**config.mk**
```make
export PLATFORM = sky130hd
export DESIGN_NAME = ppsc_jobq
export DESIGN_NICKNAME = d
export VERILOG_FILES = /design/src/design/ppsc_pkg.sv /design/src/design/ppsc_jobq.sv
export SDC_FILE = /design/constraint.sdc
export NUM_CORES = 1
export LEC_CHECK = 0
export ABC_CLOCK_PERIOD_IN_PS = 2100
export BUFFER_PORTS_ARGS = -buffer_cell sky130_fd_sc_hd__buf_4
export CAP_MARGIN = 30
export CORE_ASPECT_RATIO = 0.7
export CORE_UTILIZATION = 46
export DETAILED_ROUTE_END_ITERATION = 8
export PLACE_DENSITY = 0.76
export SLEW_MARGIN = 15
export SYNTH_ARGS = -nofsm -noshare
export SYNTH_HDL_FRONTEND = slang
export SYNTH_SLANG_ARGS = --single-unit
```
**constraint.sdc**
```tcl
create_clock -name clk -period 2.1 [get_ports clk]
set_input_delay 0.105 -clock clk [delete_from_list [all_inputs] [get_ports clk]]
set_output_delay 0.105 -clock clk [all_outputs]
set_load 0.05 [all_outputs]
```
**src/design/ppsc_pkg.sv**
```systemverilog
// Shared types, codes and constants of the polar pose steering controller.
package ppsc_pkg;

  localparam int POS_W = 16;
  localparam int DIFF_W = POS_W + 1;
  localparam int ANG_W = 16;
  localparam int CFG_W = 16;
  localparam int ROOT_STEPS = 17;
  localparam int ATAN_LEN = 24;
  localparam int JOBQ_DEPTH = 2;

  localparam logic signed [ANG_W-1:0] HALF_PI_Q12 = 16'sd6434;

  localparam logic [1:0] OP_POSE = 2'd0;
  localparam logic [1:0] OP_TARGET = 2'd1;
  localparam logic [1:0] OP_TICK = 2'd2;

  localparam logic [1:0] REG_STOP_TOL = 2'd0;
  localparam logic [1:0] REG_GAIN_DIST = 2'd1;
  localparam logic [1:0] REG_GAIN_ALPHA = 2'd2;
  localparam logic [1:0] REG_GAIN_BETA = 2'd3;

  localparam logic [CFG_W-1:0] STOP_TOL_RESET = 16'd26;
  localparam logic signed [CFG_W-1:0] GAIN_DIST_RESET = 16'sd256;
  localparam logic signed [CFG_W-1:0] GAIN_ALPHA_RESET = 16'sd2048;
  localparam logic signed [CFG_W-1:0] GAIN_BETA_RESET = -16'sd512;

  localparam logic [31:0] ATAN_TAB [ATAN_LEN] = '{
    32'h3243F6A8, 32'h1DAC6705, 32'h0FADBAFC, 32'h07F56EA6, 32'h03FEAB76, 32'h01FFD55B,
    32'h00FFFAAA, 32'h007FFF55, 32'h003FFFEA, 32'h001FFFFD, 32'h000FFFFF, 32'h0007FFFF,
    32'h0003FFFF, 32'h0001FFFF, 32'h0000FFFF, 32'h00007FFF, 32'h00003FFF, 32'h00001FFF,
    32'h00000FFF, 32'h000007FF, 32'h000003FF, 32'h000001FF, 32'h000000FF, 32'h0000007F
  };

  typedef struct packed {
    logic                     computed;
    logic signed [DIFF_W-1:0] dx;
    logic signed [DIFF_W-1:0] dy;
    logic signed [ANG_W-1:0]  heading;
  } job_t;

  typedef struct packed {
    logic [CFG_W-1:0]        stop_tol;
    logic signed [CFG_W-1:0] gain_dist;
    logic signed [CFG_W-1:0] gain_alpha;
    logic signed [CFG_W-1:0] gain_beta;
  } cfg_t;

  function automatic logic [31:0] atan_entry(input logic [4:0] idx);
    logic [31:0] val;
    val = '0;
    if (int'(idx) < ATAN_LEN) begin
      val = ATAN_TAB[idx];
    end
    return val;
  endfunction

endpackage

```
**src/design/ppsc_jobq.sv**
```systemverilog
// Short job queue between the front end and the compute back end.
module ppsc_jobq (
  input  logic           clk,
  input  logic           rst,
  input  logic           wr_en,
  input  ppsc_pkg::job_t wr_job,
  input  logic           rd_en,
  output ppsc_pkg::job_t rd_job,
  output logic           q_full,
  output logic           q_empty
);
  import ppsc_pkg::*;

  localparam int PTR_W = $clog2(JOBQ_DEPTH);
  localparam int CNT_W = $clog2(JOBQ_DEPTH + 1);

  job_t             slots [JOBQ_DEPTH];
  logic [PTR_W-1:0] wr_ptr;
  logic [PTR_W-1:0] rd_ptr;
  logic [CNT_W-1:0] count;
  logic             do_wr;
  logic             do_rd;

  assign q_full = (count == CNT_W'(JOBQ_DEPTH));
  assign q_empty = (count == '0);
  assign do_wr = wr_en && !q_full;
  assign do_rd = rd_en && !q_empty;
  assign rd_job = slots[rd_ptr];

  always_ff @(posedge clk) begin
    if (do_wr) begin
      slots[wr_ptr] <= wr_job;
    end
  end

  always_ff @(posedge clk) begin
    if (rst) begin
      wr_ptr <= '0;
      rd_ptr <= '0;
      count <= '0;
    end else begin
      if (do_wr) begin
        wr_ptr <= (wr_ptr == PTR_W'(JOBQ_DEPTH - 1)) ? '0 : wr_ptr + 1'b1;
      end
      if (do_rd) begin
        rd_ptr <= (rd_ptr == PTR_W'(JOBQ_DEPTH - 1)) ? '0 : rd_ptr + 1'b1;
      end
      if (do_wr && !do_rd) begin
        count <= count + 1'b1;
      end else if (do_rd && !do_wr) begin
        count <= count - 1'b1;
      end
    end
  end

endmodule

```
---- Yosys cells after proc, flatten, opt, wreduce, memory -nomap -nowiden ----
Memories as Yosys holds them, arrays and structs flattened. A register that Yosys moved wholly into a read port is not among the register bits.
Cells that the tools add are included.
operators by class
  reduce and logical (&&, ||, !) cells .... 10
  add/sub/neg operators ................... 4
  equality and inequality tests ........... 1
  mux-type cells .......................... 8
operator list
  kind                 count
  $mux 1               6
  $logic_and 1x1->1    4
  $logic_not 1->1      4
  $mux 2               2
  $add 1x1->1 const B  2
  $add 2x1->2 const B  1
  $eq 2x2->1 const B   1
  $logic_not 2->1      1
  $reduce_bool 2->1    1
  $sub 2x1->2 const B  1
word-level totals
  output and inout port bits .............. 53
  bits in registers ....................... 4
  input port bits ......................... 55
  word-level logic and storage cells ...... 27
  memory bits (writable) .................. 102
  memories kept ........................... 1
memory list
  name   depth  width  read ports  clocked after Yosys merged registers in  write ports  RTL line         RTL
  slots  2      51     1           1                                        1            ppsc_jobq.sv:17  job_t slots [JOBQ_DEPTH];

---- Longest topological paths before layout ----
  depth after elaboration ................. 7
  depth in mapped cells ................... 6
  mapped depth without buffers ............ 6

---- Worst setup path after synthesis ----
No wires, ideal clock.
  path type ............................... register to register
  start point ............................. reg count[1]
  end point ............................... mem slots[1][0] (netlist bit), enable pin
  clock period less this slack ............ 2.372 ns
  slack ................................... -0.272 ns
  stages on the path, launching flop included .. 4
  arrival ................................. 1.958 ns
  path buffers ............................ 0
  data required time ...................... 1.686 ns
  library setup time ...................... 0.414 ns
  cells stage by stage .................... dfxtp_1 > nor2b_2 > nor2_1 > and2_1
on the way
  word-level cells in the longest chain between the ends .. 5
ends and longest elaborated chain
  item                          RTL line         RTL
  start, declared               ppsc_jobq.sv:20  logic [CNT_W-1:0] count;
  start signal, assigned        ppsc_jobq.sv:49  count <= count + 1'b1;
  start signal, assigned        ppsc_jobq.sv:51  count <= count - 1'b1;
  $eq 2x2->1                    ppsc_jobq.sv:24  assign q_full = (count == CNT_W'(JOBQ_DEPTH));
  via q_full                    ppsc_jobq.sv:9   output logic q_full,
  $logic_not 1->1               ppsc_jobq.sv:26  assign do_wr = wr_en && !q_full;
  $logic_and 1x1->1             ppsc_jobq.sv:26
  via do_wr                     ppsc_jobq.sv:21  logic do_wr;
  $mux 1                        ppsc_jobq.sv:31  if (do_wr) begin
  $mux 1 (implied by the code)  ppsc_jobq.sv:32  slots[wr_ptr] <= wr_job;
  end, declared                 ppsc_jobq.sv:17
The timed path passes the listed nets, and every way through them passes these cells.

==> impl_metrics.toml <==
[timing]
tns_ns = 0
rsz0062_at_grt = "no"
slew_viol_final = 0
worst_pin_slew_ns = 0.401
max_freq_mhz = 578
setup_viol = 0
setup_ws_ns = 0.370
fin_crit_sh_pct = 82.4
relSlewSlack_pct = 73.3
min_period_ns = 1.73
whs_ns = 0.164
skew_ns = 0.00534
hold_violations = 0

[drt]
wire_per_inst_um = 15.9
dr.pass1.iters = 6
ant_nets = 0
totalWireLength_um = 7280
vias_per_cell = 4.78
via_count = 2192
drtIter0Drc = 144
post-route-drc-count = 9

[floorplanning]
core_sq_mm = 0.00801
die-area_sq_mm = 0.00882
fp.dieH_um = 78.9
die_width_um = 112
initial_core_util_pct = 48.5
num_rows = 27
io_pins = 108

[place]
place.gp.congestion = 0.677
dpl_cell_area_sq_mm = 0.00484
io_buffers = 107
dp_slack_ns = 0.419
dpl.hpwl_um = 4450

[cts]
cts.htree.levels = 3
clock_sinks = 107
cts_tree = "yes"
insertion_delay_ns = 0.34
clockBufferDepth = 2
clk_pin_slew_ns = 0.06
cts-root-buf = "clkbuf_16"
cts_buffers = 9

[layout]
drive_above_1_share_pct = 50.0
n_fill_cell = 506
syn_to_final_growth_pct = 45.1
seqCellArea_sq_mm = 0.00316
final_nets = 410
multi_input_comb_area_sq_um = 691
antenna_cells = 0
design_area_sq_mm = 0.00564

[global_routing]
gr-total-overflow = 0
grt_max_degree = 30
grt_pass1_wl_um = 11200
grt.total_usage_pct = 17.4
antenna_found_initial = 0
grt_pass1_vias = 2286

[setup_path]
worstPathRequired_ns = 2.00
worstPathArrival_ns = 1.63
rr_startpoint = "count[0]"
regToRegEndpoint = "slots[0][36]"
worstSetupEndpointType = "primary output"
r2r_slack_ns = 0.42
endpoint = "rd_job[8]"
crit_fanout = 29
r2r_cells = 4
cp-start-kind = "flop"
path_class = "flop to primary output"

[yosys]
synth_warnings = 0
syn_nets = 240
seq_area_frac_synth_pct = 81.4
syn-cell-area_sq_mm = 0.00388
ys_types = 13
synth.avg_cell_area_sq_um = 21.1
synthCells = 184
ys_ff_latch = 107

[status]
status = "complete, but fails checks"
failed_checks = "design-rule violations"

[pwr]
p_leak_nw = 2.13
power_per_cell_area_mw_per_mm2 = 1270
vdd_drop_max_uv = 857

[worst_hold_path]
min_path_cells = 4
hold_path_class = "primary input to flop"

[flow_run]
cap_violations = 0
-- report_power, final --
| group | switching, mW | total (mW) | internal [mW] |
|---|---|---|---|
| sequential | 0.0811 | 2.77 | 2.68 |
| clock | 0.647 | 1.55 | 0.907 |
| combinational | 1.86 | 2.84 | 0.977 |
| total | 2.59 | 7.15 | 4.57 |
-- metrics by stage --
stage          utilization (%)  power, mW  instances
6_report                  70.4       7.15        459
3_5_place_dp              60.5       5.57        392
4_1_cts                   70.4       7.23        459
3_3_place_gp              60.5       5.54        392
2_1_floorplan                -       4.78        184
5_1_grt                   70.4       7.43        459
-- placed cells by master, fill, tap and decap left out, drive strengths merged --
cell type	count
a21oi	2
clkbuf	11
clkinvlp	1
and2	1
bufinv	1
mux2	51
ha	1
clkinv	3
or3	2
inv	1
buf	113
xor2	3
dlygate4sd3	52
nor2b	1
dfxtp	5
edfxtp	102
o21ai	3
nor2	5
-- cells by family after synthesis --
| kind of cell | after synthesis | share of synthesized area (%) |
|---|---|---|
| muxes | 51 | 14.8 |
| and+or+nand+nor | 9 | 1.19 |
| xor gates and xnor gates | 3 | 0.676 |
| adders and majority gates | 1 | 0.322 |
| buffers and inverters | 8 | 0.966 |
| AOI/OAI and AO/OA | 5 | 0.644 |
| DFF | 107 | 81.4 |
-- worst max-delay path, stage by stage, from the launching register on --
cell	delay [ns]
dfxtp_2	0.32
buf_4	0.36
mux2_2	0.40
buf_4	0.19
-- final cells by class --
| class | instances | area share, % |
|---|---|---|
| Sequential cell | 107 | 56.1 |
| Timing Repair Buffer | 165 | 24.3 |
| Multi-Input combinational cell | 69 | 12.3 |
| Clock buffer | 11 | 4.13 |
| Tap cell | 101 | 2.24 |
| Clock inverter | 4 | 0.755 |
| Inverter | 2 | 0.200 |
-- how the worst min path moves through the flow --
stage | slack, ns | start | endpoint
2_1_floorplan | 0.17 | rst | count[1]
3_3_place_gp | 0.29 | wr_job[41] | slots[0][41]
3_5_place_dp | 0.29 | wr_job[10] | slots[1][10]
4_1_cts | 0.14 | wr_en | wr_ptr
5_1_grt | 0.18 | wr_en | wr_ptr
6_report | 0.16 | wr_en | wr_ptr
-- cells in the mapped netlist, drive strengths merged --
cell      n  share of area (%)
a21oi     2               0.26
and2      1               0.16
buf       6               0.77
dfxtp     5                2.6
edfxtp  102                 79
ha        1               0.32
inv       2               0.19
mux2     51                 15
nor2      5               0.48
nor2b     1               0.23
o21ai     3               0.39
or3       2               0.32
xor2      3               0.68
-- layer usage --
metal | vias to the layer above | routed length, um | global-route usage, %
met5 | - | 0 | 0
met4 | 0 | 41 | 4.86
met3 | 4 | 650 | 7.86
met2 | 87 | 3420 | 28.1
met1 | 1045 | 3160 | 21.2
li1 | 1056 | - | -
-- registers in the layout, indices dropped and copies added (netlist names), named ones only --
signal,flops
wr_ptr,1
rd_ptr,1
count,2
slots,102
-- timing repair --
action	CTS	global route
hold buffers	52	0
resized for setup	0	0
hold endpoints to repair	107	0
setup buffers	0	0
(Power assumes the default switching activity.)
