===== config.mk =====
export PLATFORM = sky130hd
export DESIGN_NAME = ppsc_front
export DESIGN_NICKNAME = d
export VERILOG_FILES = /design/src/design/ppsc_pkg.sv /design/src/design/ppsc_front.sv
export SDC_FILE = /design/constraint.sdc
export NUM_CORES = 1
export LEC_CHECK = 0
export BUFFER_PORTS_ARGS = -buffer_cell sky130_fd_sc_hd__buf_2
export CAP_MARGIN = 15
export CORE_UTILIZATION = 54
export DETAILED_ROUTE_END_ITERATION = 10
export PLACE_DENSITY_LB_ADDON = 0.3
export RECOVER_POWER = 50
export SYNTH_ARGS = -nofsm -noshare
export SYNTH_HDL_FRONTEND = slang
export SYNTH_SLANG_ARGS = --single-unit

===== constraint.sdc =====
create_clock -name clk -period 2.5 [get_ports clk]
set_input_delay 0.125 -clock clk [delete_from_list [all_inputs] [get_ports clk]]
set_output_delay 0.125 -clock clk [all_outputs]
set_load 0.05 [all_outputs]

===== src/design/ppsc_pkg.sv =====
// Shared types, codes and constants of the polar pose steering controller.
package ppsc_pkg;

  localparam int POS_W = 16;
  localparam int DIFF_W = POS_W + 1;
  localparam int ANG_W = 16;
  localparam int CFG_W = 16;
  localparam int ROOT_STEPS = 17;
  localparam int ATAN_LEN = 24;
  localparam int JOBQ_DEPTH = 2;

  localparam logic signed [ANG_W-1:0] HALF_PI_Q12 = 16'sd6434;

  localparam logic [1:0] OP_POSE = 2'd0;
  localparam logic [1:0] OP_TARGET = 2'd1;
  localparam logic [1:0] OP_TICK = 2'd2;

  localparam logic [1:0] REG_STOP_TOL = 2'd0;
  localparam logic [1:0] REG_GAIN_DIST = 2'd1;
  localparam logic [1:0] REG_GAIN_ALPHA = 2'd2;
  localparam logic [1:0] REG_GAIN_BETA = 2'd3;

  localparam logic [CFG_W-1:0] STOP_TOL_RESET = 16'd26;
  localparam logic signed [CFG_W-1:0] GAIN_DIST_RESET = 16'sd256;
  localparam logic signed [CFG_W-1:0] GAIN_ALPHA_RESET = 16'sd2048;
  localparam logic signed [CFG_W-1:0] GAIN_BETA_RESET = -16'sd512;

  localparam logic [31:0] ATAN_TAB [ATAN_LEN] = '{
    32'h3243F6A8, 32'h1DAC6705, 32'h0FADBAFC, 32'h07F56EA6, 32'h03FEAB76, 32'h01FFD55B,
    32'h00FFFAAA, 32'h007FFF55, 32'h003FFFEA, 32'h001FFFFD, 32'h000FFFFF, 32'h0007FFFF,
    32'h0003FFFF, 32'h0001FFFF, 32'h0000FFFF, 32'h00007FFF, 32'h00003FFF, 32'h00001FFF,
    32'h00000FFF, 32'h000007FF, 32'h000003FF, 32'h000001FF, 32'h000000FF, 32'h0000007F
  };

  typedef struct packed {
    logic                     computed;
    logic signed [DIFF_W-1:0] dx;
    logic signed [DIFF_W-1:0] dy;
    logic signed [ANG_W-1:0]  heading;
  } job_t;

  typedef struct packed {
    logic [CFG_W-1:0]        stop_tol;
    logic signed [CFG_W-1:0] gain_dist;
    logic signed [CFG_W-1:0] gain_alpha;
    logic signed [CFG_W-1:0] gain_beta;
  } cfg_t;

  function automatic logic [31:0] atan_entry(input logic [4:0] idx);
    logic [31:0] val;
    val = '0;
    if (int'(idx) < ATAN_LEN) begin
      val = ATAN_TAB[idx];
    end
    return val;
  endfunction

endpackage


===== src/design/ppsc_front.sv =====
// Front end: accepts items, keeps the pose and target, and turns each tick into a job.
module ppsc_front (
  input  logic                            clk,
  input  logic                            rst,
  input  logic                            push,
  input  logic                            full,
  input  logic [1:0]                      op,
  input  logic signed [ppsc_pkg::POS_W-1:0] pos_x,
  input  logic signed [ppsc_pkg::POS_W-1:0] pos_y,
  input  logic signed [ppsc_pkg::ANG_W-1:0] heading,
  output logic                            job_push,
  output ppsc_pkg::job_t                  job
);
  import ppsc_pkg::*;

  logic signed [POS_W-1:0] cur_x;
  logic signed [POS_W-1:0] cur_y;
  logic signed [ANG_W-1:0] cur_heading;
  logic signed [POS_W-1:0] tgt_x;
  logic signed [POS_W-1:0] tgt_y;
  logic                    pose_fresh;
  logic                    target_known;
  logic                    accept;
  logic                    ready_both;

  assign accept = push && !full;
  assign ready_both = pose_fresh && target_known;
  assign job_push = accept && (op == OP_TICK);

  always_comb begin
    job.computed = ready_both;
    job.dx = DIFF_W'(tgt_x) - DIFF_W'(cur_x);
    job.dy = DIFF_W'(tgt_y) - DIFF_W'(cur_y);
    job.heading = cur_heading;
  end

  always_ff @(posedge clk) begin
    if (rst) begin
      pose_fresh <= 1'b0;
      target_known <= 1'b0;
      cur_x <= '0;
      cur_y <= '0;
      cur_heading <= '0;
      tgt_x <= '0;
      tgt_y <= '0;
    end else if (accept) begin
      case (op)
        OP_POSE: begin
          cur_x <= pos_x;
          cur_y <= pos_y;
          cur_heading <= heading;
          pose_fresh <= 1'b1;
        end
        OP_TARGET: begin
          tgt_x <= pos_x;
          tgt_y <= pos_y;
          target_known <= 1'b1;
        end
        OP_TICK: begin
          if (ready_both) begin
            pose_fresh <= 1'b0;
          end
        end
        default: begin
        end
      endcase
    end
  end

endmodule


* Word level (Yosys, flattened, before mapping)
Index checks and enable logic that the tools add are counted.
** Storage, ports and cells
- Word-level logic and storage cells :: 23
- Input bits :: 54
- Register bits after elaboration :: 82
** Operators by class
- Muxes and demuxes :: 2
- Add/sub/neg operators :: 2
- Equality and inequality tests :: 3
- Reduce and logical (&&, ||, !) cells :: 9
** Operators by type and width (count)
- $sub 16x16->17 :: 2
- $reduce_and 2->1 :: 2
- $logic_and 1x1->1 :: 3
- $reduce_and 3->1 :: 1
- $eq 2x1->1 const B :: 1
- $eq 2x2->1 const B :: 1
- $logic_not 2->1 :: 1
- $ne 2x2->1 const B :: 1
- $pmux 1 s2 :: 1
- $reduce_bool 2->1 :: 1
- $logic_not 1->1 :: 1
- $mux 1 :: 1

* Longest topological paths before layout
Gate-level depths: netlist (run 1).
- Depth after elaboration :: 3
- Gate-level depth with buffers :: 9
- Gate-level depth less buffers :: 9

* Worst setup path before layout (run 1)
Ideal clock, no wire load.
- Path kind :: reg-to-output
- Start :: register tgt_x[0]
- End :: output port job[43] (netlist name)
- Path buffers :: 0
- Slack :: -0.870 ns
- Cell stages (with the launch flop) :: 9
- Data arrival time :: 3.245 ns
- Required time :: 2.375 ns
- Path through :: dfxtp_1 inv_1 ha_1 fa_1 nor2b_1 o21ai_0 a21oi_1 o21ai_0 o311ai_0
** RTL lines
- start: declaration :: RTL line ppsc_front.sv:19 : logic signed [POS_W-1:0] tgt_x;
- start signal: assignment :: RTL line ppsc_front.sv:55 : tgt_x <= pos_x;
- end: declaration :: RTL line ppsc_front.sv:12 : output ppsc_pkg::job_t job

==> results.md, run 1 <==
* Most numerous cell in the Yosys netlist: nand2_1
* WL met3 at about 680 um
* DRC at 0
* Yosys reg bits at 82
* IO Port Bufs at around 110
* Number of max-cap violations at 1
* Final period util at 104.9%
* Met1 wire length at between 5000 and 6000 um
* Grt total ovfl at 0
* Clk slew on worst S/H paths at roughly 0.1 ns
* Clock Tree Root: clkbuf_8
* Max-slew violations at 34
* Synth warn at 0
* Setup crit start kind: flip-flop
* Final antenna-violating net count at 0
* Longest Clk Path Bufs at 2
* Syn Inst Count at 608
* Placer congestion estimate at between 0.8 and 0.9
* Mapped cell area at 4491 um^2
* Drt total wl at ~13000 um
* Crit-path cells: inv_1 -> ha_2 -> o2111ai_2 -> a21boi_2 -> a41oi_2 -> or4b_4 -> nand3_2 -> buf_8
* TNS Setup at -0.4072 ns
* Max Freq at ~380 MHz
* Share of cells above drive strength 1 at 28.38%
* Syn Area/Cell at approximately 7.4 um^2
* Synth Flop Type: dfxtp_1
* Row cnt at 32
* Clock Sinks at a little over 80
* Pwr/cell area at around 630 nW/um^2
* LEAKAGE at around 2.5 nW
* DR iter-0 viols at 254
* Top sig layer: met4
* Crit path DAT at about 2.5 ns
* CP required at approximately 2.4 ns
* Violated checks: capacitance limit, slew limit, setup timing
* Vias in the first global route at about 4600
* Largest net degree at the start of global routing at 48
* Number of enable flip-flop cells after synthesis at 0
* Vias at ~4600
* Final Hold Fails at 0
* Area Overhead vs Synth at 34.22%
* Core Box Area at roughly 7900 um^2
* Worst Tran Pin Value at about 1.7 ns
* Avg WL per Cell at 15.05 um
* Clock Skew at 0.0002327 ns
* Final setup violating endpoints at 8
* Worst skew pair latency at 0.34 ns
* Final worst path period need at 2.622 ns
* H-tree depth at 3
* Final WS setup at -0.1223 ns
* Die H at 93.19 um
* Antenna violations before repair at 0
* Top cells by count, synth: 173 x nand2_1, 100 x a21oi_1, 82 x dfxtp_1
* Net Count, Synth at between 600 and 700
* Cts bufs inserted at 9
* GRT Total Usage at between 20 and 30%
* # IOs at 106
* Die area at about 8700 um^2
* Critical Path End Type: output pin
* Crit Path Class: reg -> out
* Final nets at 816
* Netlist cell types at a little over 50
* Worst path max stage delay at between 0.5 and 0.6 ns
* Path type of the worst min-delay path: in -> reg
* Diode count at 0
* Met2 wire len at 6590 um
* Status: finished with violations
* Drt via density at 5.514
* CP Max Fanout at 5
* Drt pass-1 iters at 5
* Largest cells by area after synthesis: dfxtp_1 37%, nand2_1 14%, a21oi_1 11%, ha_1 8.9%, inv_1 4.2%
* Ys async rst share at 0%
* Rel. slew slack at -11.92%
* Initial Utilization at between 50 and 60%
* Global-route wire length before repair at between 20000 and 25000 um
* VDD IR-drop max at 0.0003835 V
* Utilization after layout at between 70% and 80%
* CTS tree: yes
* Slowest stage cell, crit path: or4b_4
* Yosys top cell area share at between 30% and 40%
* Seq/Total Area, Yosys at 36.56%
* Die X at 93.19 um
* Largest area contributor in the netlist: dfxtp_1
* DP HPWL at ~8000 um
* RSZ-0062 raised after global routing: true
[flip-flops by register name, indices dropped and copies added, names as in the netlist]
name          flops
cur_heading      16
cur_x            16
cur_y            16
pose_fresh        1
target_known      1
tgt_x            16
tgt_y            16
[power by group]
| group | total [mW] | leakage, nW | switching, mW | internal [mW] |
|---|---|---|---|---|
| Sequential | 1.35 | 0.669 | 0.0171 | 1.33 |
| Clock | 1.09 | 0.112 | 0.503 | 0.592 |
| Combinational | 1.36 | 1.70 | 0.865 | 0.499 |
[layer usage]
| metal | track usage (%) | up-vias |
|---|---|---|
| met5 | 0 | - |
| met4 | 10.13 | 0 |
| met3 | 4.065 | 30 |
| met2 | 54.35 | 177 |
| met1 | 32.28 | 2146 |
| li1 | - | 2251 |
[stage by stage]
step / cell area [um^2] / setup WS [ns] / hold slack [ns] / power [mW] / cells
CTS: 5837 / -0.06685 / 0.0007633 / 3.736 / 828
global placement: 5176 / 0.08292 / 0.3640 / 2.470 / 794
detailed placement: 5176 / -0.02107 / 0.3709 / 2.491 / 794
global route: 6027 / -0.1862 / 0.003783 / 3.949 / 835
finish: 6027 / -0.1223 / 0.009997 / 3.810 / 835
floorplan: 4519 / -0.2775 / 0.2610 / 2.218 / 608
[repair_timing]
action                                  in CTS  in global routing
pin swaps                                   21                 19
hold endpoints to repair                    12                  0
hold buffers                                10                  0
buffers inserted                             8                  7
resized for setup                           76                 48
endpoints found under the setup margin      20                 19
[placed cells by master (no fill, tap or decap), drive strengths merged, types with 2 or more instances in the layout]
cell and n:
or4b 2, nand3 6, xor2 6, nand2b 3, o31ai 2, nor3 4
clkbuf 31, dfxtp 82, xnor2 15, o311ai 2, buf 110, bufinv 2
dlygate4sd3 10, o22ai 2, nand2 173, a31oi 8, a21o 7, and2 2
inv 50, a21boi 5, ha 32, o21ai 19, nor2b 8, o21a 6
nand4 4, a21oi 100, nor2 18, clkinv 3, fa 2
[path summary, 6_finish.rpt]
| check | from | end | slack [ns] | cells after the start |
|---|---|---|---|---|
| max | cur_x[4] | job[46] | -0.12 | 8 |
| min | pos_x[9] | cur_x[9] | 0.01 | 3 |
| max reg2reg | target_known | pose_fresh | 1.66 | 3 |
| min reg2reg | cur_heading[12] | cur_heading[12] | 0.46 | 2 |
[critical path, delay by kind of cell, from the launching register on]
kind	cells	cell delay, ns
simple gates	2	0.63
compound gates	3	0.60
fa+ha+maj	1	0.38
flops	1	0.34
buf+inv	2	0.20
[area by class of cell]
cell class,instances,area (um^2)
clock buffer,10,137.6
clock inverter,6,90.09
fill,596,1861
inverter,50,187.7
multi-input combinational,444,2924
sequential,82,1655
tap,102,127.6
timing repair buffer,141,904.6
[kinds of logic after synthesis]
group / Yosys count / synth area share, %
AO/OA/AOI/OAI: 162 / 21.20
flip-flops: 82 / 36.56
multiplexers: 1 / 0.2229
XOR/XNOR: 21 / 4.096
buffers and inverters: 82 / 7.049
adder cells (fa/ha/maj): 34 / 9.808
AND/OR/NAND/NOR: 226 / 21.06
Note: power is estimated with default switching activity, not from simulation.
==> run 2, diff against run 1 <==
--- a/config.mk
+++ b/config.mk
@@ -8,5 +8,7 @@
 export BUFFER_PORTS_ARGS = -buffer_cell sky130_fd_sc_hd__buf_2
 export CAP_MARGIN = 15
-export CORE_UTILIZATION = 54
+export CELL_PAD_IN_SITES_DETAIL_PLACEMENT = 1
+export CELL_PAD_IN_SITES_GLOBAL_PLACEMENT = 2
+export CORE_UTILIZATION = 30
 export DETAILED_ROUTE_END_ITERATION = 10
 export PLACE_DENSITY_LB_ADDON = 0.3
==> constraint.sdc (replaced) <==
create_clock -name clk -period 2.5 [get_ports clk]
set_input_delay 0.25 -clock clk [delete_from_list [all_inputs] [get_ports clk]]
set_output_delay 0.25 -clock clk [all_outputs]
set_load 0.05 [all_outputs]
==> run 2 against run 1 <==
  * The run still ends with capacitance limit, slew limit, setup timing left
  * Largest power group unchanged
  * Non-clock buffer count up 4
  * Critical path type unchanged
  * Clock power up 17%
  * Critical path depth up 1
  * Flip-flop and latch count did not move
  * Die area rose by 78%
  * Hold slack improved by 0.13 ns
  * Largest cell class unchanged
==> results.md, run 2 (synthesis gave the netlist of run 1 again) <==
* Bufs and invs on worst path at 2 (unchanged)
* Drt pass-1 iters at 4 (-1)
* Delay-heaviest family, CP: simple AND/OR/NAND/NOR gates
* Avg WL per Cell at 14.82 um (-1.5%)
* Antenna violations before repair at 0 (unchanged)
* CP Max Fanout at 3 (-2)
* Setup crit start kind: flip-flop
* IO Port Bufs at 105 (unchanged)
* Drt via density at 4.897 (-11%)
* Vias at 4510 (-2.0%)
* Share of cells above drive strength 1 at 33.11% (+4.7 points)
* Pwr/cell area at 647.3 nW/um^2 (+2.4%)
* Met1 usage at 20.59% (-12 points)
* Slowest stage cell, crit path: or4b_1
* Final WS setup at -0.2063 ns (-0.08407 ns)
* Clock Tree Root: clkbuf_16
* Largest net degree at the start of global routing at 50 (+4.2%)
* Die X at 124.3 um (+33%)
* Core Box Area at 14590 um^2 (+85%)
* Violated checks: capacitance limit, slew limit, setup timing
* Crit-path cells: inv_2 -> ha_4 -> nor2b_4 -> o2111ai_2 -> a21boi_2 -> a41oi_2 -> or4b_1 -> nand3_2 -> buf_6
* Clock Sinks at 82 (unchanged)
* Placer congestion estimate at 0.7954 (-4.2%)
* GR Util met3 at 3.952% (-0.11 points)
* Area Overhead vs Synth at 41.01%
* # IOs at 106 (unchanged)
* Area after DPL at 5458 um^2 (+5.4%)
* Final Hold Fails at 0 (unchanged)
* Most frequent cells in the layout: 173 x nand2_1, 93 x a21oi_1, 80 x buf_2
* GRT Total Usage at 17.77% (-11 points)
* Vias in the first global route at 4633 (-0.19%)
* Final antenna-violating net count at 0 (unchanged)
* Max-slew violations at 34 (unchanged)
* Utilization after layout at 43.40% (-33 points)
* Initial Utilization at 30.78% (-26 points)
* Worst skew pair latency at 0.34 ns (about the same)
* Clk slew on worst S/H paths at 0.06 ns (-0.04 ns)
* Number of max-cap violations at 1 (unchanged)
* Cts bufs inserted at 9 (unchanged)
* Max Freq at 369.5 MHz (-3.1%)
* Final worst path period need at 2.706 ns (+0.08407 ns)
* Grt total ovfl at 0 (unchanged)
* Clock Skew at 0.00002603 ns (-0.0002067 ns)
* DRC at 0 (unchanged)
* Global-route wire length before repair at 22410 um (+12%)
* VDD IR-drop max at 0.0003779 V (-1.5%)
* Most common cell after layout, fill and taps aside: nand2_1
* Drt total wl at 13650 um (+8.6%)
* Layer with the highest usage: met2
* DR iter-0 viols at 112 (-56%)
* Design Area, Final at 6332 um^2 (+5.1%)
* Die area at 15460 um^2 (+78%)
* Crit Path Class: reg -> out
* Critical Path End Type: output pin
* Final nets at 820 (+0.49%)
* H-tree depth at 3 (unchanged)
* DP HPWL at 9561 um (+21%)
* Die H at 124.3 um (+33%)
* Final period util at 108.3% (+3.4 points)
* Final setup violating endpoints at 12 (+4)
* Longest Clk Path Bufs at 2 (unchanged)
* Crit path DAT at 2.46 ns (-0.04 ns)
* Rel. slew slack at -19.65% (-7.7 points)
* Worst Tran Pin Value at 1.795 ns (+0.1160 ns)
* Path type of the worst min-delay path: in -> reg
* CP required at 2.25 ns (-0.13 ns)
* RSZ-0062 raised after global routing: true
* Hold Slack at 0.1449 ns (+0.1349 ns)
* LEAKAGE at 2.638 nW (+6.5%)
* Status: finished with violations
* Row cnt at 44 (+38%)
* CTS tree: yes
* Worst path max stage delay at 0.51 ns (about the same)
* Diode count at 0 (unchanged)
* GR Layer Usage met2 at 32.63% (-22 points)
-- run 2: cell count changes in the layout (fill, tap and decap cells not counted), sizes merged --
cell | before | now
bufinv | 2 | 0
buf | 110 | 138
clkinvlp | 1 | 0
dlygate4sd3 | 10 | 0
clkbuf | 31 | 21
clkinv | 3 | 2
-- run 2: where the power goes --
group	total (mW)	leakage [nW]	internal, mW	switching [mW]
Clock	1.27	0.143	0.752	0.521
Sequential	1.35	0.671	1.34	0.0170
Combinational	1.47	1.82	0.579	0.895
-- run 2: repair_timing --
| action | in CTS | in global routing |
|---|---|---|
| setup buffers | 6 | 6 |
| endpoints found under the hold margin | 0 | 0 |
| hold buffers | 0 | 0 |
| setup endpoints to repair | 23 | 22 |
| pin swaps | 32 | 19 |
| gates resized for setup | 93 | 45 |
| gates cloned | 0 | 0 |
-- run 2: cell type report --
| cell class | instances | area, um^2 |
|---|---|---|
| fill | 1781 | 8257 |
| multi-input combinational | 444 | 3023 |
| sequential | 82 | 1662 |
| timing repair buffer | 145 | 945.9 |
| clock buffer | 14 | 274.0 |
| tap | 184 | 230.2 |
| inverter | 50 | 187.7 |
| clock inverter | 2 | 10.01 |
-- run 2: worst register-to-register path, stage by stage (launching register included) --
cell	delay [ns]
dfxtp_1	0.34
nand2_1	0.05
a21oi_1	0.13
nor2_1	0.06
-- run 2: path summary, 6_finish.rpt --
path / slack, ns / end / startpoint / depth (start not counted)
setup / recovery: -0.21 / job[46] / cur_x[1] / 9
hold / removal: 0.14 / cur_heading[15] / heading[15] / 3
setup reg to reg: 1.77 / pose_fresh / target_known / 3
hold reg to reg: 0.45 / cur_x[8] / cur_x[8] / 2
-- run 2: per-stage QoR --
step                setup slack, ns   TNS, ns  std cells  total power [mW]
floorplan                   -0.2441   -0.3075        608             2.254
global placement           -0.05005  -0.05005        893             2.573
detailed placement          -0.1209   -0.2914        893             2.588
CTS                         -0.1958    -1.548        915             4.051
global route                -0.2730    -2.929        921             4.290
finish                      -0.2063    -1.141        921             4.099
-- run 2: metal layers --
layer  share of wire (%)  up-vias  routed length (um)
met5                   0        -                   0
met4                 1.0        0                 140
met3                 3.4       13                 466
met2                  52       67                7098
met1                  44     2171                5948
li1                    -     2259                   -
