==> src/design/ppsc_pkg.sv <==
// Shared types, codes and constants of the polar pose steering controller.
package ppsc_pkg;

  localparam int POS_W = 16;
  localparam int DIFF_W = POS_W + 1;
  localparam int ANG_W = 16;
  localparam int CFG_W = 16;
  localparam int ROOT_STEPS = 17;
  localparam int ATAN_LEN = 24;
  localparam int JOBQ_DEPTH = 2;

  localparam logic signed [ANG_W-1:0] HALF_PI_Q12 = 16'sd6434;

  localparam logic [1:0] OP_POSE = 2'd0;
  localparam logic [1:0] OP_TARGET = 2'd1;
  localparam logic [1:0] OP_TICK = 2'd2;

  localparam logic [1:0] REG_STOP_TOL = 2'd0;
  localparam logic [1:0] REG_GAIN_DIST = 2'd1;
  localparam logic [1:0] REG_GAIN_ALPHA = 2'd2;
  localparam logic [1:0] REG_GAIN_BETA = 2'd3;

  localparam logic [CFG_W-1:0] STOP_TOL_RESET = 16'd26;
  localparam logic signed [CFG_W-1:0] GAIN_DIST_RESET = 16'sd256;
  localparam logic signed [CFG_W-1:0] GAIN_ALPHA_RESET = 16'sd2048;
  localparam logic signed [CFG_W-1:0] GAIN_BETA_RESET = -16'sd512;

  localparam logic [31:0] ATAN_TAB [ATAN_LEN] = '{
    32'h3243F6A8, 32'h1DAC6705, 32'h0FADBAFC, 32'h07F56EA6, 32'h03FEAB76, 32'h01FFD55B,
    32'h00FFFAAA, 32'h007FFF55, 32'h003FFFEA, 32'h001FFFFD, 32'h000FFFFF, 32'h0007FFFF,
    32'h0003FFFF, 32'h0001FFFF, 32'h0000FFFF, 32'h00007FFF, 32'h00003FFF, 32'h00001FFF,
    32'h00000FFF, 32'h000007FF, 32'h000003FF, 32'h000001FF, 32'h000000FF, 32'h0000007F
  };

  typedef struct packed {
    logic                     computed;
    logic signed [DIFF_W-1:0] dx;
    logic signed [DIFF_W-1:0] dy;
    logic signed [ANG_W-1:0]  heading;
  } job_t;

  typedef struct packed {
    logic [CFG_W-1:0]        stop_tol;
    logic signed [CFG_W-1:0] gain_dist;
    logic signed [CFG_W-1:0] gain_alpha;
    logic signed [CFG_W-1:0] gain_beta;
  } cfg_t;

  function automatic logic [31:0] atan_entry(input logic [4:0] idx);
    logic [31:0] val;
    val = '0;
    if (int'(idx) < ATAN_LEN) begin
      val = ATAN_TAB[idx];
    end
    return val;
  endfunction

endpackage

==> src/design/ppsc_back.sv <==
// Back end: distance, bearing and control law for each job, with a one-entry result register.
module ppsc_back #(
  parameter int CORDIC_STEPS = 16
) (
  input  logic                              clk,
  input  logic                              rst,
  input  ppsc_pkg::cfg_t                    cfg,
  input  ppsc_pkg::job_t                    job,
  input  logic                              q_empty,
  output logic                              job_pop,
  output logic                              empty,
  input  logic                              pop,
  output logic signed [ppsc_pkg::POS_W-1:0] velocity,
  output logic signed [ppsc_pkg::ANG_W-1:0] steering,
  output logic                              computed,
  output logic                              reversed
);
  import ppsc_pkg::*;

  localparam int STEP_W = $clog2(CORDIC_STEPS + 1);
  localparam int RCNT_W = $clog2(ROOT_STEPS + 1);

  typedef enum logic [2:0] {
    S_IDLE, S_SQX, S_SQY, S_ITER, S_CHECK, S_MULV, S_MULA, S_MULB
  } state_t;

  state_t state;
  state_t state_pending;

  logic signed [DIFF_W-1:0] jdx;
  logic signed [DIFF_W-1:0] jdy;
  logic signed [ANG_W-1:0]  jheading;
  logic                     jcomp;

  logic [33:0]              d2;
  logic [19:0]              rem;
  logic [ROOT_STEPS-1:0]    root;
  logic [RCNT_W-1:0]        rcnt;

  logic signed [33:0]       cx;
  logic signed [33:0]       cy;
  logic signed [32:0]       cz;
  logic [STEP_W-1:0]        cstep;
  logic signed [ANG_W-1:0]  atq;

  logic signed [25:0]       vel_raw;
  logic signed [33:0]       sacc;
  logic                     out_valid;
  logic                     busy_done;

  logic signed [DIFF_W-1:0] dxa;
  logic signed [DIFF_W-1:0] dya;
  logic signed [33:0]       sq_x;
  logic signed [33:0]       sq_y;
  logic [19:0]              rem_sh;
  logic [19:0]              trial;
  logic                     root_run;
  logic                     cordic_run;
  logic signed [33:0]       xs;
  logic signed [33:0]       ys;
  logic signed [32:0]       tab_val;
  logic signed [32:0]       z_round;
  logic signed [ANG_W-1:0]  atq_cordic;
  logic signed [DIFF_W-1:0] alpha;
  logic signed [DIFF_W-1:0] beta;
  logic signed [33:0]       vprod;
  logic signed [33:0]       aprod;
  logic signed [33:0]       bprod;
  logic signed [33:0]       vsum;
  logic signed [26:0]       vel_f;
  logic signed [26:0]       stp_f;
  logic                     rev;
  logic                     out_free;

  function automatic logic signed [15:0] sat16(input logic signed [26:0] v);
    logic signed [15:0] r;
    if (v > 27'sd32767) begin
      r = 16'sh7FFF;
    end else if (v < -27'sd32768) begin
      r = 16'sh8000;
    end else begin
      r = v[15:0];
    end
    return r;
  endfunction

  always_comb begin
    dxa = jdx[DIFF_W-1] ? -jdx : jdx;
    dya = jdx[DIFF_W-1] ? -jdy : jdy;
    sq_x = jdx * jdx;
    sq_y = jdy * jdy;
    rem_sh = {rem[17:0], d2[33:32]};
    trial = {1'b0, root, 2'b01};
    root_run = (rcnt < RCNT_W'(ROOT_STEPS));
    cordic_run = (cstep < STEP_W'(CORDIC_STEPS));
    xs = cx >>> cstep;
    ys = cy >>> cstep;
    tab_val = $signed({1'b0, atan_entry(5'(cstep))});
    z_round = cz + 33'sd131072;
    atq_cordic = ANG_W'($signed(z_round[32:18]));
    alpha = DIFF_W'(atq) - DIFF_W'(jheading);
    beta = -DIFF_W'(atq);
    vprod = cfg.gain_dist * $signed({1'b0, root});
    aprod = cfg.gain_alpha * alpha;
    bprod = cfg.gain_beta * beta;
    vsum = vprod + 34'sd128;
    rev = jcomp && (jdx[DIFF_W-1] || jdy[DIFF_W-1]);
    vel_f = rev ? -27'(vel_raw) : 27'(vel_raw);
    stp_f = rev ? -27'($signed(sacc[33:8])) : 27'($signed(sacc[33:8]));
    out_free = !out_valid || pop;
    job_pop = (state == S_IDLE) && !busy_done && !q_empty;
  end

  assign empty = !out_valid;
  assign state_pending = state;

  always_ff @(posedge clk) begin
    if (rst) begin
      state <= S_IDLE;
      busy_done <= 1'b0;
      out_valid <= 1'b0;
      rcnt <= '0;
      cstep <= '0;
    end else begin
      if (busy_done && out_free) begin
        busy_done <= 1'b0;
        out_valid <= 1'b1;
        velocity <= sat16(vel_f);
        steering <= sat16(stp_f);
        computed <= jcomp;
        reversed <= rev;
      end else if (pop && out_valid) begin
        out_valid <= 1'b0;
      end
      case (state_pending)
        S_IDLE: begin
          if (job_pop) begin
            jdx <= job.dx;
            jdy <= job.dy;
            jheading <= job.heading;
            jcomp <= job.computed;
            state <= S_SQX;
          end
        end
        S_SQX: begin
          d2 <= 34'(sq_x);
          cx <= $signed({{3{dxa[DIFF_W-1]}}, dxa, 14'b0});
          cy <= $signed({{3{dya[DIFF_W-1]}}, dya, 14'b0});
          cz <= '0;
          cstep <= '0;
          vel_raw <= '0;
          sacc <= '0;
          if (jcomp) begin
            state <= S_SQY;
          end else begin
            busy_done <= 1'b1;
            state <= S_IDLE;
          end
        end
        S_SQY: begin
          d2 <= d2 + 34'(sq_y);
          rem <= '0;
          root <= '0;
          rcnt <= '0;
          state <= S_ITER;
        end
        S_ITER: begin
          if (root_run) begin
            d2 <= {d2[31:0], 2'b00};
            rcnt <= rcnt + 1'b1;
            if (rem_sh >= trial) begin
              rem <= rem_sh - trial;
              root <= {root[ROOT_STEPS-2:0], 1'b1};
            end else begin
              rem <= rem_sh;
              root <= {root[ROOT_STEPS-2:0], 1'b0};
            end
          end
          if (cordic_run) begin
            cstep <= cstep + 1'b1;
            if (!cy[33]) begin
              cx <= cx + ys;
              cy <= cy - xs;
              cz <= cz + tab_val;
            end else begin
              cx <= cx - ys;
              cy <= cy + xs;
              cz <= cz - tab_val;
            end
          end
          if (!root_run && !cordic_run) begin
            state <= S_CHECK;
          end
        end
        S_CHECK: begin
          if ({1'b0, cfg.stop_tol} > root) begin
            busy_done <= 1'b1;
            state <= S_IDLE;
          end else begin
            if (jdx == '0) begin
              if (jdy == '0) begin
                atq <= '0;
              end else if (jdy[DIFF_W-1]) begin
                atq <= -HALF_PI_Q12;
              end else begin
                atq <= HALF_PI_Q12;
              end
            end else begin
              atq <= atq_cordic;
            end
            state <= S_MULV;
          end
        end
        S_MULV: begin
          vel_raw <= vsum[33:8];
          state <= S_MULA;
        end
        S_MULA: begin
          sacc <= aprod + 34'sd128;
          state <= S_MULB;
        end
        S_MULB: begin
          sacc <= sacc + bprod;
          busy_done <= 1'b1;
          state <= S_IDLE;
        end
        default: begin
          state <= S_IDLE;
        end
      endcase
    end
  end

endmodule

==> config.mk <==
export PLATFORM = sky130hd
export DESIGN_NAME = ppsc_back
export DESIGN_NICKNAME = d
export VERILOG_FILES = /design/src/design/ppsc_pkg.sv /design/src/design/ppsc_back.sv
export SDC_FILE = /design/constraint.sdc
export NUM_CORES = 2
export LEC_CHECK = 0
export BUFFER_PORTS_ARGS = -buffer_cell sky130_fd_sc_hd__buf_2
export CORE_UTILIZATION = 55
export CTS_CLUSTER_DIAMETER = 150
export DETAILED_ROUTE_END_ITERATION = 6
export HOLD_SLACK_MARGIN = 0.1
export MAX_ROUTING_LAYER = met4
export PLACE_DENSITY = 0.72
export RECOVER_POWER = 100
export SLEW_MARGIN = 20
export SYNTH_ARGS = -nofsm -noshare
export SYNTH_HDL_FRONTEND = slang
export SYNTH_SLANG_ARGS = --single-unit
==> constraint.sdc <==
create_clock -name clk -period 18.3 [get_ports clk]
set_clock_uncertainty 0.2 [all_clocks]
set_input_delay 2.745 -clock clk [delete_from_list [all_inputs] [get_ports clk]]
set_output_delay 2.745 -clock clk [all_outputs]
set_load 0.05 [all_outputs]
# Word level (Yosys, flattened, before mapping)
# Memories as Yosys holds them, arrays and structs flattened.
# Index checks and enable logic that the tools add are counted.
[op_classes]
add_sub_neg = 20
n_mul = 5
n_lt_le_gt_ge = 10
n_eq_ne = 11
shifts = 2
n_mux = 46
n_bitwise = 3
n_reduce_logical = 33
[op_table]
columns = ["op", "count"]
rows = [
  ["case mux 34 bit (3 select lines)", 2],
  ["two-way mux 34 bit", 5],
  ["case mux 34 bit (2 select lines)", 2],
  ["adder 34 bit", 3],
  ["two-way mux 32 bit", 3],
  ["two-way mux 16 bit", 5],
  ["multiplier 17 x 17 -> 34 bit", 2],
  [">>> shifter 34 x 5 -> 34 bit", 2],
  ["subtractor 34 bit", 2],
  ["multiplier 16 x 17 -> 33 bit", 2],
  ["two-way mux 33 bit", 2],
  ["case mux 33 bit (2 select lines)", 1],
  ["> comparator 27 x 16 -> 1 bit, second input constant", 2],
  ["less-than comparator 27 x 16 -> 1 bit, second input constant", 2],
  ["two-way mux 27 bit", 2],
  ["negation 26 -> 27 bit", 2],
  ["case mux 26 bit (2 select lines)", 1],
  ["two-way mux 17 bit", 3],
  ["two-way mux 18 bit", 2],
  ["case mux 18 bit (2 select lines)", 1],
  ["adder 33 x 9 -> 34 bit, second input constant", 1],
  ["adder 34 x 33 -> 34 bit", 1],
  ["adder 34 x 9 -> 34 bit, second input constant", 1],
  ["zero test 17 bit", 2],
  ["other kinds (35)", 79],
]
[totals]
ff_bits = 346
mem_bits_ro = 1024
inputBits = 119
wordCells = 153
n_memories = 1
[memory_table]
columns = ["memory", "words", "width", "read_ports", "rd_clocked_by_memory_dff", "wr", "line", "rtl"]
rows = [
  ["(name not given)", 32, 32, 1, 0, 0, "ppsc_pkg.sv:53", "val = ATAN_TAB[idx];"],
]

# Depth between registers and ports, before layout
[logic_depth]
word_depth = 9
mapped_depth = 38
depth_no_buf = 36

# Least setup slack after synthesis
# Ideal clock, no wire load.
[synth_path]
path_kind = "in2reg"
startpoint = "input cfg[4] (netlist bit)"
endpoint = "register sacc[33], data pin"
setup_ns = 0.271
arrival_ns = 8.859
setup_slack_ns = 8.971
cell_stages = 26
path_buffers = 2
path_cell_list = "clkbuf_1 > clkbuf_1 > nand2_1 > fa_1 > inv_1 > fa_1 > inv_1 > fa_1 > inv_1 > fa_1 > inv_1 > fa_1 > inv_1 > fa_1 > ha_1 > a21oi_1 > nor2b_1 > o21ai_0 > nor3b_1 > a211o_1 > o21ai_0 > o41ai_1 > nor2_1 > a311oi_1 > xnor2_1 > o22ai_1"
[synth_via]
elab_chain_cells = 3
[synth_lines]
columns = ["item", "line", "rtl"]
rows = [
  ["start, declared", "ppsc_back.sv:7", "input ppsc_pkg::cfg_t cfg,"],
  ["multiplier 16 x 17 -> 33 bit", "ppsc_back.sv:105", "bprod = cfg.gain_beta * beta;"],
  ["adder 34 x 33 -> 34 bit", "ppsc_back.sv:223", "sacc <= sacc + bprod;"],
  ["case mux 34 bit (3 select lines)", "ppsc_back.sv:135", "case (state_pending)"],
  ["end signal, assigned", "ppsc_back.sv:219", "sacc <= aprod + 34'sd128;"],
  ["end signal, assigned", "ppsc_back.sv:223", ""],
  ["end, declared", "ppsc_back.sv:47", "logic signed [33:0] sacc;"],
]
# Every way passes these cells.
# A chain may end at the register's enable or synchronous reset.

# Final worst setup path
[layout_path]
startpoint = "register cstep[2]"
endpoint = "register cy[32], data pin"
[layout_via]
elab_chain_cells = 5
elab_cells_between_ends = 6
cone_classes = "2 x add/sub; 1 x shift; 3 x mux"
[layout_lines]
columns = ["item", "line", "rtl"]
rows = [
  ["start, declared", "ppsc_back.sv:43", "logic [STEP_W-1:0] cstep;"],
  ["start signal, assigned", "ppsc_back.sv:180", "cstep <= cstep + 1'b1;"],
  [">>> shifter 34 x 5 -> 34 bit (*)", "ppsc_back.sv:96", "xs = cx >>> cstep;"],
  ["subtractor 34 bit / adder 34 bit (equally long branches)", "ppsc_back.sv:183, ppsc_back.sv:187", ""],
  ["two-way mux 34 bit (*)", "ppsc_back.sv:181", "if (!cy[33]) begin"],
  ["two-way mux 34 bit (*)", "ppsc_back.sv:179", "if (cordic_run) begin"],
  ["case mux 34 bit (2 select lines) (*)", "ppsc_back.sv:135", ""],
  ["end signal, assigned", "ppsc_back.sv:148", "cy <= $signed({{3{dya[DIFF_W-1]}}, dya, 14'b0});"],
  ["end signal, assigned", "ppsc_back.sv:183", "cy <= cy - xs;"],
  ["end signal, assigned", "ppsc_back.sv:187", "cy <= cy + xs;"],
  ["end, declared", "ppsc_back.sv:41", "logic signed [33:0] cy;"],
]
# Mark *: on every way between the ends. The rest lies on a longest branch, timed or not. The select of a mux whose other input is x is not followed.

==> flow_summary.ini <==
[run_status]
status = finished with violations
violations = capacitance limit, slew limit

[global_route]
grtUsageMet3 = 0.0460
grt_remaining_overflow = 0
met1_usage = 0.400
grt_max_degree = 84
use_met2 = 0.526
grt_pass1_vias = 66500
grt-busiest-layer = met2
antenna_found_initial = 9
grt_usage = 0.320
grt_first_pass_wirelength_mm = 361

[hold_path]
hold_end = rcnt[1]
min_path_type = reg -> reg
hold_path_depth = 2
min_from = rcnt[1]

[floorplanning]
initial_core_util = 0.555
die_area_um2 = 149000
ios = 155
die_h_um = 386
core_um2 = 146000
die_w_um = 386
std_cell_rows = 140

[setup_path]
r2r_start = cstep[2]
critPathKind = reg -> reg
worst_setup_path_start_kind = flop
rrSetupSlack_ps = 4890
cp.required_ps = 18340
critPathCaptureType = flop
worstPathMaxFanout = 67
r2r_cells = 24
reg2reg_to = cy[32]
crit_arrival_ps = 13450
crit_path_start = cstep[2]

[logic_synthesis]
ys_warn_count = 0
synth_top_area_share = 0.345
syn_inst = 8752
synthesis.area_um2 = 80900
ys_seq_area_frac = 0.126
synthFlopType = edfxtp_1
synthArstFlopShare = 0
yosysTopAreaCell = fa_1
syn_nets = 10900
yosysUniqueCellTypes = 100
synth-seq-cells = 345
synthTopCellsByArea = fa_1 35%, edfxtp_1 12%, ha_1 10%
yosys-top-cells-count = 1635 x inv_1, 1395 x fa_1, 897 x nand2_1
yosysMostFrequentCell = inv_1
syn_avg_cell_area_um2 = 9.25
synth_edf_count = 330

[routing]
first_pass_iters = 6
remaining_drc_errors = 0
vias = 62600
first_iter_violations = 5653
detail_route.wl_per_cell_um = 21.1
ant_nets = 0
drt_wl_total_mm = 225
vias_per_cell = 5.88

[clock_tree]
cts_hold_buf = 0
root_buffer = clkbuf_16
post_cts_buffers = 0
cts_buffer_depth = 3
post_cts_resized = 0
cts_buffers = 48
cts_tree = done
cts.clk_slew.worst_paths_ps = 60
clock-sinks = 345
ctsHtreeMaxLevel = 2
clk_latency_ps = 650

[place]
port_buffers = 154
gp_congestion = 0.992
dp_hpwl_mm = 180

[timing]
min_period_over_period = 0.733
maxSlewHeadroom = -1.73
worst_pin_slew_ps = 4100
finalSetupViolations = 0
max_freq_ghz = 0.0746
final.min_clock_period_ps = 13410
hold_violations = 0
rsz0062_at_grt = no
setup-tns-final_ps = 0
slew_violations = 790

[run]
maxCapViolations = 19

[final_layout]
syn_to_final_growth_pct = 4.90
fill_cells = 12700
layout-drive-gt1-share = 0.0514
finalNetCount = 10900
-- worst max-delay path by stage --
stage                     to  slack (ps)
CTS                 sacc[32]        8190
global route          cy[32]        4450
detailed placement  sacc[33]        8250
finish                cy[32]        4890
floorplan           sacc[33]        8970
global placement    sacc[33]        8310
-- stage by stage --
step	area, um^2	utilization	hold slack (ps)	setup WS [ps]	cells
2_1_floorplan	80900	-	272	8970	8752
3_3_place_gp	83500	0.572	291	8310	10600
3_5_place_dp	83500	0.572	312	8250	10600
4_1_cts	85100	0.583	320	8190	10600
5_1_grt	84900	0.582	351	4450	10700
6_report	84900	0.582	318	4890	10700
-- cells by family after synthesis --
kind of cell             share of synthesized area
adder cells (fa/ha/maj)                      0.449
XOR/XNOR                                    0.0471
flip-flops                                   0.126
AND/OR/NAND/NOR                              0.140
buffers and inverters                       0.0953
multiplexers                                0.0392
AO/OA/AOI/OAI                                0.103
-- worst max-delay path, cell delays in order, from the launching register on --
cell and delay (ps):
dfxtp_1 1960, clkbuf_1 2350, inv_1 1300, clkbuf_1 740
nand2_1 370, nor2_1 70, a2111oi_0 1670, ha_1 410
inv_1 80, or3_1 430, nor2_1 230, a31oi_1 140
xor2_1 200, ha_1 240, a221o_1 330, a311o_1 370
nor3_1 140, nand3_1 180, a31oi_1 370, a211o_1 220
a21oi_1 110, or4_1 430, a31o_2 250, xnor2_1 130
o21ai_0 90
-- state kept, by name, summed over array words and instances (netlist names), 15 cells and up --
signal and count:
jdx 17, sacc 34, velocity 16, steering 16, vel_raw 26, cy 34
cx 34, root 17, jheading 16, rem 18, jdy 17, d2 34
cz 33, atq 15
-- metal layers --
metal  wire (um)  vias to the layer above  part of all wire
li1            -                    28000                 -
met1       88500                    31500              0.39
met2      109000                     2588              0.48
met3       17600                      549             0.078
met4       10500                        0             0.047
met5           0                        -                 0
-- layout make-up --
type / count / area (um^2) / area share
repair buffers: 253 / 1380 / 0.0163
well taps: 1917 / 2400 / 0.0283
multi-input cells: 6397 / 63100 / 0.743
flip-flops and latches: 345 / 10200 / 0.120
inverters: 1649 / 6190 / 0.0729
clock inverters: 29 / 319 / 0.00376
clock buffers: 58 / 1270 / 0.0150
diodes: 4 / 10.0 / 0.000118
-- layout by cell type (no fill, tap or decap), types with 19 or more instances in the layout --
cell,n
nand4_1,33
fa_1,1395
or3_1,42
edfxtp_1,330
nor4_1,22
and3_1,38
nand3_1,79
clkbuf_16,49
buf_2,100
or2_2,25
clkbuf_1,85
nor2b_1,84
o31ai_1,35
nor2_1,469
mux2_2,45
xnor2_1,273
ha_1,674
o21bai_1,27
nor3_1,98
a22oi_1,19
a31oi_1,61
xor2_1,153
mux2i_1,87
a21oi_1,369
and2_1,403
nand2_1,897
a21o_1,127
o211ai_1,23
a211oi_1,47
buf_4,75
inv_1,1636
o22ai_1,58
mux4_2,72
o21a_1,66
nand2b_1,83
o21ai_0,301
Power is left out: the tool's default activity adds up to more than one toggle a clock period on the data nets, which glitch-free logic cannot reach.
